==> src/sv/wwvtc_pkg.sv <==
// shared types, constants and arithmetic helpers for the wwv time-code segment encoder
`default_nettype none
package wwvtc_pkg;

  localparam int unsigned SYMS_PER_SEG = 10;
  localparam int unsigned CNT_W        = $clog2(SYMS_PER_SEG);
  localparam logic [CNT_W-1:0] CNT_LAST = CNT_W'(SYMS_PER_SEG - 1);

  typedef enum logic [1:0] {
    SYM_ZERO  = 2'd0,
    SYM_ONE   = 2'd1,
    SYM_MARK  = 2'd2,
    SYM_BLANK = 2'd3
  } sym_e;

  // segment selector codes
  localparam logic [2:0] SEG_NONE  = 3'd0;
  localparam logic [2:0] SEG_ONE   = 3'd1;
  localparam logic [2:0] SEG_TWO   = 3'd2;
  localparam logic [2:0] SEG_THREE = 3'd3;
  localparam logic [2:0] SEG_FOUR  = 3'd4;
  localparam logic [2:0] SEG_FIVE  = 3'd5;

  // symbol k of a segment sits at index k
  typedef logic [SYMS_PER_SEG-1:0][1:0] seg_t;

  typedef struct packed {
    logic [2:0]  req_type;
    logic [13:0] year;
    logic [3:0]  month;
    logic [4:0]  day;
    logic [4:0]  hour;
    logic [5:0]  minute;
    logic        dst;
  } req_t;

  typedef struct packed {
    logic [2:0] sel;
    logic       dst;
    logic       leap;
    logic [3:0] year_ones;
    logic [3:0] minute_ones;
    logic [3:0] minute_tens;
    logic [3:0] hour_ones;
    logic [3:0] hour_tens;
    logic [8:0] doy;
  } fields_t;

  // floor(x / 10) for x below 128
  function automatic logic [3:0] div10_7(input logic [6:0] x);
    logic [14:0] p;
    p = 15'(x) * 15'd205;
    return p[14:11];
  endfunction

  // days in the months before month m, with m clamped to 1..12, february as 28
  function automatic logic [8:0] days_before(input logic [3:0] m);
    logic [8:0] d;
    case (m)
      4'd0, 4'd1: d = 9'd0;
      4'd2:       d = 9'd31;
      4'd3:       d = 9'd59;
      4'd4:       d = 9'd90;
      4'd5:       d = 9'd120;
      4'd6:       d = 9'd151;
      4'd7:       d = 9'd181;
      4'd8:       d = 9'd212;
      4'd9:       d = 9'd243;
      4'd10:      d = 9'd273;
      4'd11:      d = 9'd304;
      default:    d = 9'd334;
    endcase
    return d;
  endfunction

  function automatic logic [9:0] on_ms_of(input sym_e s);
    logic [9:0] v;
    case (s)
      SYM_ZERO: v = 10'd170;
      SYM_ONE:  v = 10'd470;
      SYM_MARK: v = 10'd770;
      default:  v = 10'd0;
    endcase
    return v;
  endfunction

  function automatic logic [9:0] off_ms_of(input sym_e s);
    logic [9:0] v;
    case (s)
      SYM_ZERO: v = 10'd830;
      SYM_ONE:  v = 10'd530;
      SYM_MARK: v = 10'd230;
      default:  v = 10'd1000;
    endcase
    return v;
  endfunction

endpackage
`default_nettype wire

==> src/sv/wwv_time_code_segment_encoder.sv <==
// top level of the wwv time-code segment encoder
`default_nettype none
// Each request (start_i high while busy_o is low) names one 10-second time-code
// segment and a date and time; the block answers with ten results on
// consecutive cycles, each marked by valid_o for one cycle, with last_o on the
// tenth. The receiver cannot stall, so results must be taken as they appear.
// A request passes an input register, a decode register and then the result
// shift register, in that order, before its first symbol shows on the outputs.
// The shift register sends one symbol per cycle and sets the rate: segments are
// sent back to back, and a new request is taken while the previous segment is
// still being sent, up to two ahead of the one on the outputs.
module wwv_time_code_segment_encoder import wwvtc_pkg::*; (
  input  logic        clk_i,
  input  logic        rst_ni,
  input  logic        start_i,
  output logic        busy_o,
  input  logic [2:0]  req_type_i,
  input  logic [13:0] year_i,
  input  logic [3:0]  month_i,
  input  logic [4:0]  day_i,
  input  logic [4:0]  hour_i,
  input  logic [5:0]  minute_i,
  input  logic        dst_i,
  output logic        valid_o,
  output logic [1:0]  symbol_o,
  output logic [9:0]  on_ms_o,
  output logic [9:0]  off_ms_o,
  output logic        last_o
);

  logic    req_v_q, req_v_d;
  req_t    req_q;
  logic    fld_v_q, fld_v_d;
  fields_t fld_q, fld_d;
  seg_t    seg;
  logic    ser_rdy;
  logic    load;
  logic    fld_free;
  logic    adv;
  logic    accept;

  assign load     = fld_v_q && ser_rdy;
  assign fld_free = !fld_v_q || ser_rdy;
  assign adv      = req_v_q && fld_free;
  assign busy_o   = req_v_q && !fld_free;
  assign accept   = start_i && !busy_o;

  assign req_v_d = accept || (req_v_q && !adv);
  assign fld_v_d = adv || (fld_v_q && !load);

  always_ff @(posedge clk_i or negedge rst_ni) begin
    if (!rst_ni) begin
      req_v_q <= 1'b0;
      fld_v_q <= 1'b0;
    end else begin
      req_v_q <= req_v_d;
      fld_v_q <= fld_v_d;
    end
  end

  always_ff @(posedge clk_i) begin
    if (accept) begin
      req_q <= '{req_type: req_type_i, year: year_i, month: month_i, day: day_i,
                 hour: hour_i, minute: minute_i, dst: dst_i};
    end
    if (adv) begin
      fld_q <= fld_d;
    end
  end

  wwvtc_decode u_decode (
    .req_i (req_q),
    .fld_o (fld_d)
  );

  wwvtc_pack u_pack (
    .fld_i (fld_q),
    .seg_o (seg)
  );

  wwvtc_serial u_serial (
    .clk_i    (clk_i),
    .rst_ni   (rst_ni),
    .load_i   (load),
    .seg_i    (seg),
    .ready_o  (ser_rdy),
    .valid_o  (valid_o),
    .symbol_o (symbol_o),
    .on_ms_o  (on_ms_o),
    .off_ms_o (off_ms_o),
    .last_o   (last_o)
  );

endmodule
`default_nettype wire

==> src/sv/wwvtc_decode.sv <==
// first pass: leap year, year ones digit, bcd digits of hour and minute, day of year
`default_nettype none
module wwvtc_decode import wwvtc_pkg::*; (
  input  req_t    req_i,
  output fields_t fld_o
);

  logic [29:0] y10_prod;
  logic [10:0] y_div10;
  logic [3:0]  y10_low;
  logic [27:0] y100_prod;
  logic [7:0]  y_div100;
  logic [13:0] y100_back;
  logic        cent;
  logic        leap;
  logic [3:0]  m_tens;
  logic [3:0]  h_tens;
  logic        past_feb;

  always_comb begin
    // year / 10 and year / 100 by reciprocal, exact over the 14-bit range
    y10_prod  = 30'(req_i.year) * 30'd52429;
    y_div10   = y10_prod[29:19];
    y10_low   = 4'({y_div10, 3'b000} + {y_div10, 1'b0});
    y100_prod = 28'(req_i.year) * 28'd10486;
    y_div100  = y100_prod[27:20];
    y100_back = 14'({y_div100, 6'b0}) + 14'({y_div100, 5'b0}) + 14'({y_div100, 2'b0});
    cent      = (y100_back == req_i.year);
    leap      = (req_i.year[1:0] == 2'b00) && (!cent || (y_div100[1:0] == 2'b00));

    m_tens   = div10_7({1'b0, req_i.minute});
    h_tens   = div10_7({2'b00, req_i.hour});
    past_feb = (req_i.month >= 4'd3);

    fld_o.sel         = req_i.req_type;
    fld_o.dst         = req_i.dst;
    fld_o.leap        = leap;
    fld_o.year_ones   = req_i.year[3:0] - y10_low;
    fld_o.minute_tens = m_tens;
    fld_o.minute_ones = req_i.minute[3:0] - 4'({m_tens, 3'b000} + {m_tens, 1'b0});
    fld_o.hour_tens   = h_tens;
    fld_o.hour_ones   = req_i.hour[3:0] - 4'({h_tens, 3'b000} + {h_tens, 1'b0});
    fld_o.doy         = days_before(req_i.month) + 9'(req_i.day)
                        + 9'(past_feb && leap);
  end

endmodule
`default_nettype wire

==> src/sv/wwvtc_pack.sv <==
// second pass: day-of-year digits and layout of the ten symbols of the segment
`default_nettype none
module wwvtc_pack import wwvtc_pkg::*; (
  input  fields_t fld_i,
  output seg_t    seg_o
);

  logic [3:0] d_hund;
  logic [8:0] d_base;
  logic [6:0] d_rem;
  logic [3:0] d_tens;
  logic [3:0] d_ones;

  function automatic seg_t put_bcd(input seg_t s, input int unsigned pos, input logic [3:0] dig);
    seg_t r;
    r = s;
    for (int unsigned b = 0; b < 4; b++) begin
      r[pos + b] = {1'b0, dig[b]};
    end
    return r;
  endfunction

  always_comb begin
    if (fld_i.doy >= 9'd300) begin
      d_hund = 4'd3;
      d_base = 9'd300;
    end else if (fld_i.doy >= 9'd200) begin
      d_hund = 4'd2;
      d_base = 9'd200;
    end else if (fld_i.doy >= 9'd100) begin
      d_hund = 4'd1;
      d_base = 9'd100;
    end else begin
      d_hund = 4'd0;
      d_base = 9'd0;
    end
    d_rem  = 7'(fld_i.doy - d_base);
    d_tens = div10_7(d_rem);
    d_ones = d_rem[3:0] - 4'({d_tens, 3'b000} + {d_tens, 1'b0});

    seg_o = {SYMS_PER_SEG{SYM_BLANK}};
    case (fld_i.sel)
      SEG_ONE: begin
        seg_o[1] = SYM_ZERO;
        seg_o[2] = {1'b0, fld_i.dst};
        seg_o[3] = {1'b0, fld_i.leap};
        seg_o    = put_bcd(seg_o, 4, fld_i.year_ones);
        seg_o[8] = SYM_ZERO;
        seg_o[9] = SYM_MARK;
      end
      SEG_TWO: begin
        seg_o    = put_bcd(seg_o, 0, fld_i.minute_ones);
        seg_o[4] = SYM_ZERO;
        seg_o    = put_bcd(seg_o, 5, fld_i.minute_tens);
        seg_o[9] = SYM_MARK;
      end
      SEG_THREE: begin
        seg_o    = put_bcd(seg_o, 0, fld_i.hour_ones);
        seg_o[4] = SYM_ZERO;
        seg_o    = put_bcd(seg_o, 5, fld_i.hour_tens);
        seg_o[9] = SYM_MARK;
      end
      SEG_FOUR: begin
        seg_o    = put_bcd(seg_o, 0, d_ones);
        seg_o[4] = SYM_ZERO;
        seg_o    = put_bcd(seg_o, 5, d_tens);
        seg_o[9] = SYM_MARK;
      end
      SEG_FIVE: begin
        seg_o    = put_bcd(seg_o, 0, d_hund);
        seg_o[4] = SYM_ZERO;
      end
      default: begin
        seg_o = {SYMS_PER_SEG{SYM_BLANK}};
      end
    endcase
  end

endmodule
`default_nettype wire

==> src/sv/wwvtc_serial.sv <==
// result shift register: sends the ten symbols of a segment one per cycle
`default_nettype none
module wwvtc_serial import wwvtc_pkg::*; (
  input  logic       clk_i,
  input  logic       rst_ni,
  input  logic       load_i,
  input  seg_t       seg_i,
  output logic       ready_o,
  output logic       valid_o,
  output logic [1:0] symbol_o,
  output logic [9:0] on_ms_o,
  output logic [9:0] off_ms_o,
  output logic       last_o
);

  logic             act_q, act_d;
  logic [CNT_W-1:0] cnt_q, cnt_d;
  seg_t             sh_q, sh_d;
  logic             at_last;

  assign at_last = (cnt_q == CNT_LAST);
  // a new segment can load on the cycle its predecessor sends its tenth symbol
  assign ready_o = !act_q || at_last;

  always_comb begin
    act_d = act_q;
    cnt_d = cnt_q;
    sh_d  = sh_q;
    if (load_i) begin
      act_d = 1'b1;
      cnt_d = '0;
      sh_d  = seg_i;
    end else if (act_q) begin
      if (at_last) begin
        act_d = 1'b0;
      end else begin
        cnt_d = cnt_q + 1'b1;
        sh_d  = {SYM_BLANK, sh_q[SYMS_PER_SEG-1:1]};
      end
    end
  end

  always_ff @(posedge clk_i or negedge rst_ni) begin
    if (!rst_ni) begin
      act_q <= 1'b0;
      cnt_q <= '0;
    end else begin
      act_q <= act_d;
      cnt_q <= cnt_d;
    end
  end

  always_ff @(posedge clk_i) begin
    sh_q <= sh_d;
  end

  assign valid_o  = act_q;
  assign symbol_o = sh_q[0];
  assign on_ms_o  = on_ms_of(sym_e'(sh_q[0]));
  assign off_ms_o = off_ms_of(sym_e'(sh_q[0]));
  assign last_o   = act_q && at_last;

  // a segment runs unbroken until its tenth symbol
  a_no_gap: assert property (@(posedge clk_i) disable iff (!rst_ni)
    valid_o && !last_o |=> valid_o)
    else $error("symbol stream broke before the last symbol");

  // a load only lands on an idle register or over the last symbol
  a_load_ok: assert property (@(posedge clk_i) disable iff (!rst_ni)
    load_i |-> (!act_q || at_last))
    else $error("segment loaded over one still being sent");

  // every segment starts at symbol zero
  a_start_cnt: assert property (@(posedge clk_i) disable iff (!rst_ni)
    load_i |=> (valid_o && cnt_q == '0))
    else $error("segment did not start at its first symbol");

  // symbol counter advances by one while not at the end
  a_cnt_step: assert property (@(posedge clk_i) disable iff (!rst_ni)
    act_q && !at_last && !load_i |=> cnt_q == $past(cnt_q) + 1'b1)
    else $error("symbol counter skipped");

endmodule
`default_nettype wire
==> config.mk <==
export PLATFORM = sky130hd
export DESIGN_NAME = wwv_time_code_segment_encoder
export DESIGN_NICKNAME = d
export VERILOG_FILES = /design/src/sv/wwvtc_pkg.sv /design/src/sv/wwv_time_code_segment_encoder.sv /design/src/sv/wwvtc_decode.sv /design/src/sv/wwvtc_pack.sv /design/src/sv/wwvtc_serial.sv
export SDC_FILE = /design/constraint.sdc
export NUM_CORES = 1
export LEC_CHECK = 0
export BUFFER_PORTS_ARGS = -buffer_cell sky130_fd_sc_hd__buf_2
export CORE_MARGIN = 3
export CORE_UTILIZATION = 60
export DETAILED_ROUTE_END_ITERATION = 8
export PLACE_DENSITY = 0.78
export SETUP_SLACK_MARGIN = 0.5
export SYNTH_ARGS = -nofsm -noshare
export SYNTH_HDL_FRONTEND = slang
export SYNTH_SLANG_ARGS = --single-unit
==> constraint.sdc <==
create_clock -name clk_i -period 24.3 [get_ports clk_i]
set_input_delay 4.86 -clock clk_i [delete_from_list [all_inputs] [get_ports clk_i]]
set_output_delay 4.86 -clock clk_i [all_outputs]
set_load 0.01 [all_outputs]
# Yosys cells after proc, flatten, opt, wreduce, memory -nomap -nowiden
# Memory sizes are Yosys's and may differ from the RTL's. A register that Yosys moved wholly into a read port is not among the register bits.
# Cells that the tools add are included.
[totals]
output_inout_bits = 25
input_bits = 41
reg_bits = 96
ramBits = 0
wordCells = 109
rom_bits = 144
latch_bits = 0
memories = 1
[memory_table]
columns = ["memory", "words", "word_bits", "rd", "rd_clocked_by_memory_dff", "wr", "line_no", "text"]
rows = [
  ["(name not given)", 16, 9, 1, 1, 0, "wwvtc_pkg.sv:59", "case (m)"],
]
[op_classes]
bitwise_logic = 0
shifts = 0
eq_ne = 10
multipliers = 5
add_sub_neg = 14
n_lt_le_gt_ge = 4
mux = 19
reduce_logical = 26
n_div = 0
[ops]
columns = ["cell", "n"]
rows = [
  ["19-bit one-hot mux with 5 select lines", 1],
  ["20-bit 2-to-1 mux", 3],
  ["10-bit one-hot mux with 3 select lines", 2],
  ["14-bit by 13-bit multiplier with 27-bit output, second input constant", 1],
  ["4-bit 2-to-1 mux", 6],
  ["14-bit by 16-bit multiplier with 22-bit output, second input constant", 1],
  ["7-bit 2-to-1 mux", 3],
  ["4-bit subtractor", 4],
  ["7-bit by 8-bit multiplier with 15-bit output, second input constant", 1],
  ["14-bit by 10-bit adder with 14-bit output", 1],
  ["14-bit by 13-bit adder with 14-bit output", 1],
  ["14-bit == test", 1],
  ["6-bit by 8-bit multiplier with 14-bit output, second input constant", 1],
  ["5-bit by 8-bit multiplier with 13-bit output, second input constant", 1],
  ["4-bit adder", 3],
  ["9-bit by 1-bit adder with 9-bit output", 1],
  ["9-bit by 5-bit adder with 9-bit output", 1],
  ["9-bit by 7-bit >= comparator with 1-bit output, second input constant", 1],
  ["9-bit by 8-bit >= comparator with 1-bit output, second input constant", 1],
  ["9-bit >= comparator, second input constant", 1],
  ["1-bit logical AND", 9],
  ["1-bit zero test", 7],
  ["7-bit subtractor", 1],
  ["3-bit by 2-bit == test with 1-bit output, second input constant", 2],
  ["other kinds (14)", 24],
]

# Logic depth before layout (Yosys ltp)
[logic_depth]
ltp_word = 10
ltp_mapped = 37
depth_no_buf = 37

# By module
# Synthesis repeated with hierarchy kept, for this count alone.
[hier_totals]
hier_cells = 1260
hier_area_um2 = 13474.2
[by_module_without_submodules]
columns = ["mod", "n_inst", "area_each_um2", "cells_per_inst", "seq_area_each_um2"]
rows = [
  ["wwvtc_decode", 1, 8320.5, 881, 0.0],
  ["wwv_time_code_segment_encoder", 1, 2274.7, 82, 2212.1],
  ["wwvtc_pack", 1, 1571.5, 199, 0.0],
  ["wwvtc_serial", 1, 1307.5, 98, 725.7],
]

# Worst setup path before layout
# OpenSTA, ideal clock, no wires.
[synth_timing]
path_type = "flip-flop to flip-flop"
from = "register req_q[32] (netlist bit)"
to = "register fld_q[8] (netlist bit), data pin"
synth_period_minus_slack_ps = 8583
t_required_ps = 24042
setup_slack_ps = 15717
t_arrival_ps = 8326
path_buffers = 0
setup_time_ps = 258
path_stages_with_launch = 36
cell_sequence = "edfxtp_1 > fa_1 > ha_1 > inv_1 > fa_1 > inv_1 > fa_1 > inv_1 > fa_1 > inv_1 > ha_1 > and3_1 > nand3_1 > o32a_1 > a41o_1 > a311oi_2 > inv_1 > fa_1 > ha_1 > inv_1 > fa_1 > xor2_1 > nand2_1 > nor4_1 > nand4_1 > or4b_2 > nor4_2 > nand3b_1 > fa_1 > fa_1 > nor2b_1 > o21ai_0 > nand2b_1 > a21o_1 > nand4_1 > xnor2_1"
[synth_rtl]
columns = ["element", "line_no", "text"]
rows = [
  ["from (decl)", "wwv_time_code_segment_encoder.sv:32", "req_t req_q;"],
  ["from (signal assigned)", "wwv_time_code_segment_encoder.sv:63", "req_q <= '{req_type: req_type_i, year: year_i, month: month_i, day: day_i,"],
  ["to (signal assigned)", "wwv_time_code_segment_encoder.sv:67", "fld_q <= fld_d;"],
  ["to (decl)", "wwv_time_code_segment_encoder.sv:34", "fields_t fld_q, fld_d;"],
]

==> summary.md <==
| Metric | Value |
|---|---|
| Setup Fix Bufs, Post-CTS | `0` |
| GR peak layer | `met2` |
| Max-slew violation count | `0` |
| Final Cycle Share | `0.3872` |
| Layout Area Growth over Synthesis | `6.375%` |
| Multi-input gate area | `9099 um2` |
| Vias | `8810` |
| Worst-margin pin slew | `0.9764 ns` |
| Static Leak | `0.007256 uW` |
| Simple-gate share of the synthesized area | `0.07371` |
| Most frequent cells in the layout | `inv_1, ha_1, fa_1, edfxtp_1, buf_2` |
| Gate Count Post-Synth | `1280` |
| Floorplan core area | `21420 um2` |
| Die height | `154.9 um` |
| Vias per cell | `5.448` |
| Synthesized area | `13310 um2` |
| Clock Latency Late Sink | `0.36 ns` |
| Detailed Route WL | `26.58 mm` |
| Seq/Total Area, Yosys | `0.2230` |
| Crit-path slowest cell | `edfxtp_1` |
| Ports | `66` |
| Post-synthesis compound-gate area fraction | `0.07193` |
| HP Class | `reg2reg` |
| Die area | `24000 um2` |
| Diodes inserted | `0` |
| M1 GR Usage | `0.3318` |
| GP Congestion | `0.9089` |
| Filler cells | `1644` |
| Maximum VDD drop | `0.04053 mV` |
| Row count | `53` |
| Total negative slack | `0 ns` |
| Skew final | `0.01268 ns` |
| Clock Sink Count | `103` |
| PwrDens | `26.81 nW/um2` |
| Dpl hpwl | `22.75 mm` |
| Endpoint class of the critical path | `register` |
| Post-synth EDFFs | `87` |
| Syn avg cell area | `10.40 um2` |
| Dominant synthesized flop cell | `edfxtp_1` |
| CTS tree | `yes` |
| Most used cell, CP | `fa_1` |
| Critical path's largest stage delay | `0.75 ns` |
| GRT overflow | `0` |
| CP startpoint kind | `register` |
| Cts repair resizes | `0` |
| Synth Area in XOR/XNOR | `0.04842` |
| Arrival time worst endpoint | `9.51 ns` |
| Relative slew slack | `0.3451` |
| Final setup viols | `0` |
| Post-layout power | `379.5 uW` |
| Root Driver | `clkbuf_16` |
| CTS Hold Buffers Added | `0` |
| Final ANT Viol Nets | `0` |
| Fmax | `106.3 MHz` |
| Initial Utilization | `0.6213` |
| Post-synth ARST share | `0.06796` |
| Mux cell area share after synthesis | `0.01081` |
| Layout cell share with drive strength beyond 1 | `0.07303` |
| DRT iter0 DRCs | `428` |
| Max-Cap Viols | `0` |
| CTS Buf Count | `9` |
| Critical Path RT | `24.40 ns` |
| Largest family of logic cells by synthesized area | `adder cells` |
| RSZ-0062 raised after global routing | `no` |
| Synthesized flop and latch total | `103` |
| Die width | `154.9 um` |
| Final nets | `1805` |
| Synth unique cells | `60` |
| Detailed-route wire length per cell | `16.44 um` |
| Post-Synth Adder-Cell Area | `0.4782` |
| Clock transition at path regs | `0.08 ns` |
| Port-buffer cells | `63` |
| Endpoints failing hold | `0` |
| Most common library cell in the layout ignoring fill and taps | `inv_1` |
| Largest net degree at the start of global routing | `44` |
| DRC violation count after routing | `0` |
| Met2 Use GR | `0.3740` |
| Total GRT Usage | `0.2318` |
| Status | `complete, no violations` |
| Number of global-route vias before repair | `9059` |
| Drt first pass iters | `5` |
| Minimum clock period | `9.408 ns` |
| Initial antenna violation count | `0` |
| Register area | `2968 um2` |
| CP max FO | `11` |
| First-pass GRT wire length | `44.86 mm` |
| Type of the worst setup path | `reg2reg` |
| Clk buf depth | `2` |
| Syn. warnings | `0` |
| H-tree Lvls | `3` |
| M3 GR Usage | `0.04145` |
==> cell usage after synthesis, drive strengths merged, types with 13 or more instances <==
library cell,count,share of area
nand2b,16,0.0075
xor2,32,0.021
nor2,51,0.014
edfxtp,87,0.20
a21o,16,0.0090
ha,291,0.27
a21oi,42,0.016
o21ai,34,0.013
buf,13,0.0068
nand3,16,0.0060
nand2,38,0.011
xnor2,39,0.026
fa,136,0.20
inv,301,0.085
==> metrics by stage <==
stage / area, um2 / utilization / worst slack, ns / instances / hold WS (ns)
after floorplan: 13310 / - / 15.72 / 1281 / 0.4003
after detailed placement: 13870 / 0.6476 / 14.93 / 1601 / 0.4337
after CTS: 14160 / 0.6609 / 14.87 / 1617 / 0.4411
final: 14160 / 0.6609 / 14.89 / 1617 / 0.4435
after global placement: 13870 / 0.6476 / 15.18 / 1601 / 0.4126
after global routing: 14160 / 0.6609 / 14.17 / 1617 / 0.4522
==> cell type report <==
| type | count | area share |
|---|---|---|
| flip-flops and latches | 103 | 0.2097 |
| well taps | 275 | 0.02431 |
| inverters | 301 | 0.07981 |
| clock inverters | 7 | 0.004243 |
| repair buffers | 65 | 0.02333 |
| clock buffers | 9 | 0.01591 |
| multi-input cells | 857 | 0.6427 |
==> sequential cells by signal (all words and copies together), names as in the netlist, named ones only <==
name / count
fld_v_q: 1
u_serial.sh_q: 16
fld_q: 31
u_serial.symbol_o: 2
u_serial.cnt_q: 4
u_serial.valid_o: 1
req_v_q: 1
req_q: 38
==> path summary, 6_finish.rpt <==
| kind | startpoint | to | slack (ns) | depth (start not counted) |
|---|---|---|---|---|
| max | req_q[21]$_DFFE_PP_ | fld_q[8]$_DFFE_PP_ | 14.89 | 33 |
| min | req_q[36]$_DFFE_PP_ | fld_q[32]$_DFFE_PP_ | 0.44 | 0 |
| max reg2reg | req_q[21]$_DFFE_PP_ | fld_q[8]$_DFFE_PP_ | 14.89 | 33 |
| min reg2reg | req_q[36]$_DFFE_PP_ | fld_q[32]$_DFFE_PP_ | 0.44 | 0 |
| max in group asynchronous | rst_ni | u_serial.cnt_q[2]$_DFFE_PN0P_ | 19.81 | 1 |
| min in group asynchronous | rst_ni | req_v_q$_DFF_PN0_ | 4.33 | 1 |
==> cells by family (layout without fill, tap and decap cells) <==
family | after synthesis | count (layout)
adder cells (fa/ha/maj) | 427 | 427
buffers and inverters | 321 | 382
AND/OR/NAND/NOR | 192 | 192
AO/OA/AOI/OAI | 150 | 150
flip-flops | 103 | 103
XOR/XNOR | 72 | 72
multiplexers | 14 | 14
other | 1 | 2
==> routing by layer <==
layer  wire length [um]  share of wire  vias to the layer above
li1                   -              -                     4321
met1              12440           0.47                     4250
met2              12350           0.46                      212
met3               1351          0.051                       27
met4                433          0.016                        0
met5                  0              0                        -
==> worst max-delay path: cells and delay by family (launching register included) <==
family	cells	cell delay [ns]
adder cells (fa/ha/maj)	11	4.09
AND/OR/NAND/NOR	10	1.97
AO/OA/AOI/OAI	6	1.58
flip-flops	1	0.75
buffers and inverters	4	0.52
XOR/XNOR	2	0.24
==> power by group <==
part	internal, uW	switching, uW	total, uW	leakage [uW]
sequential	191	0.342	191	0.000922
combinational	20.3	23.7	44.0	0.00619
clock	71.9	72.7	145	0.000143
total	283	96.7	380	0.00726
Power figures use the tool's default switching activity.
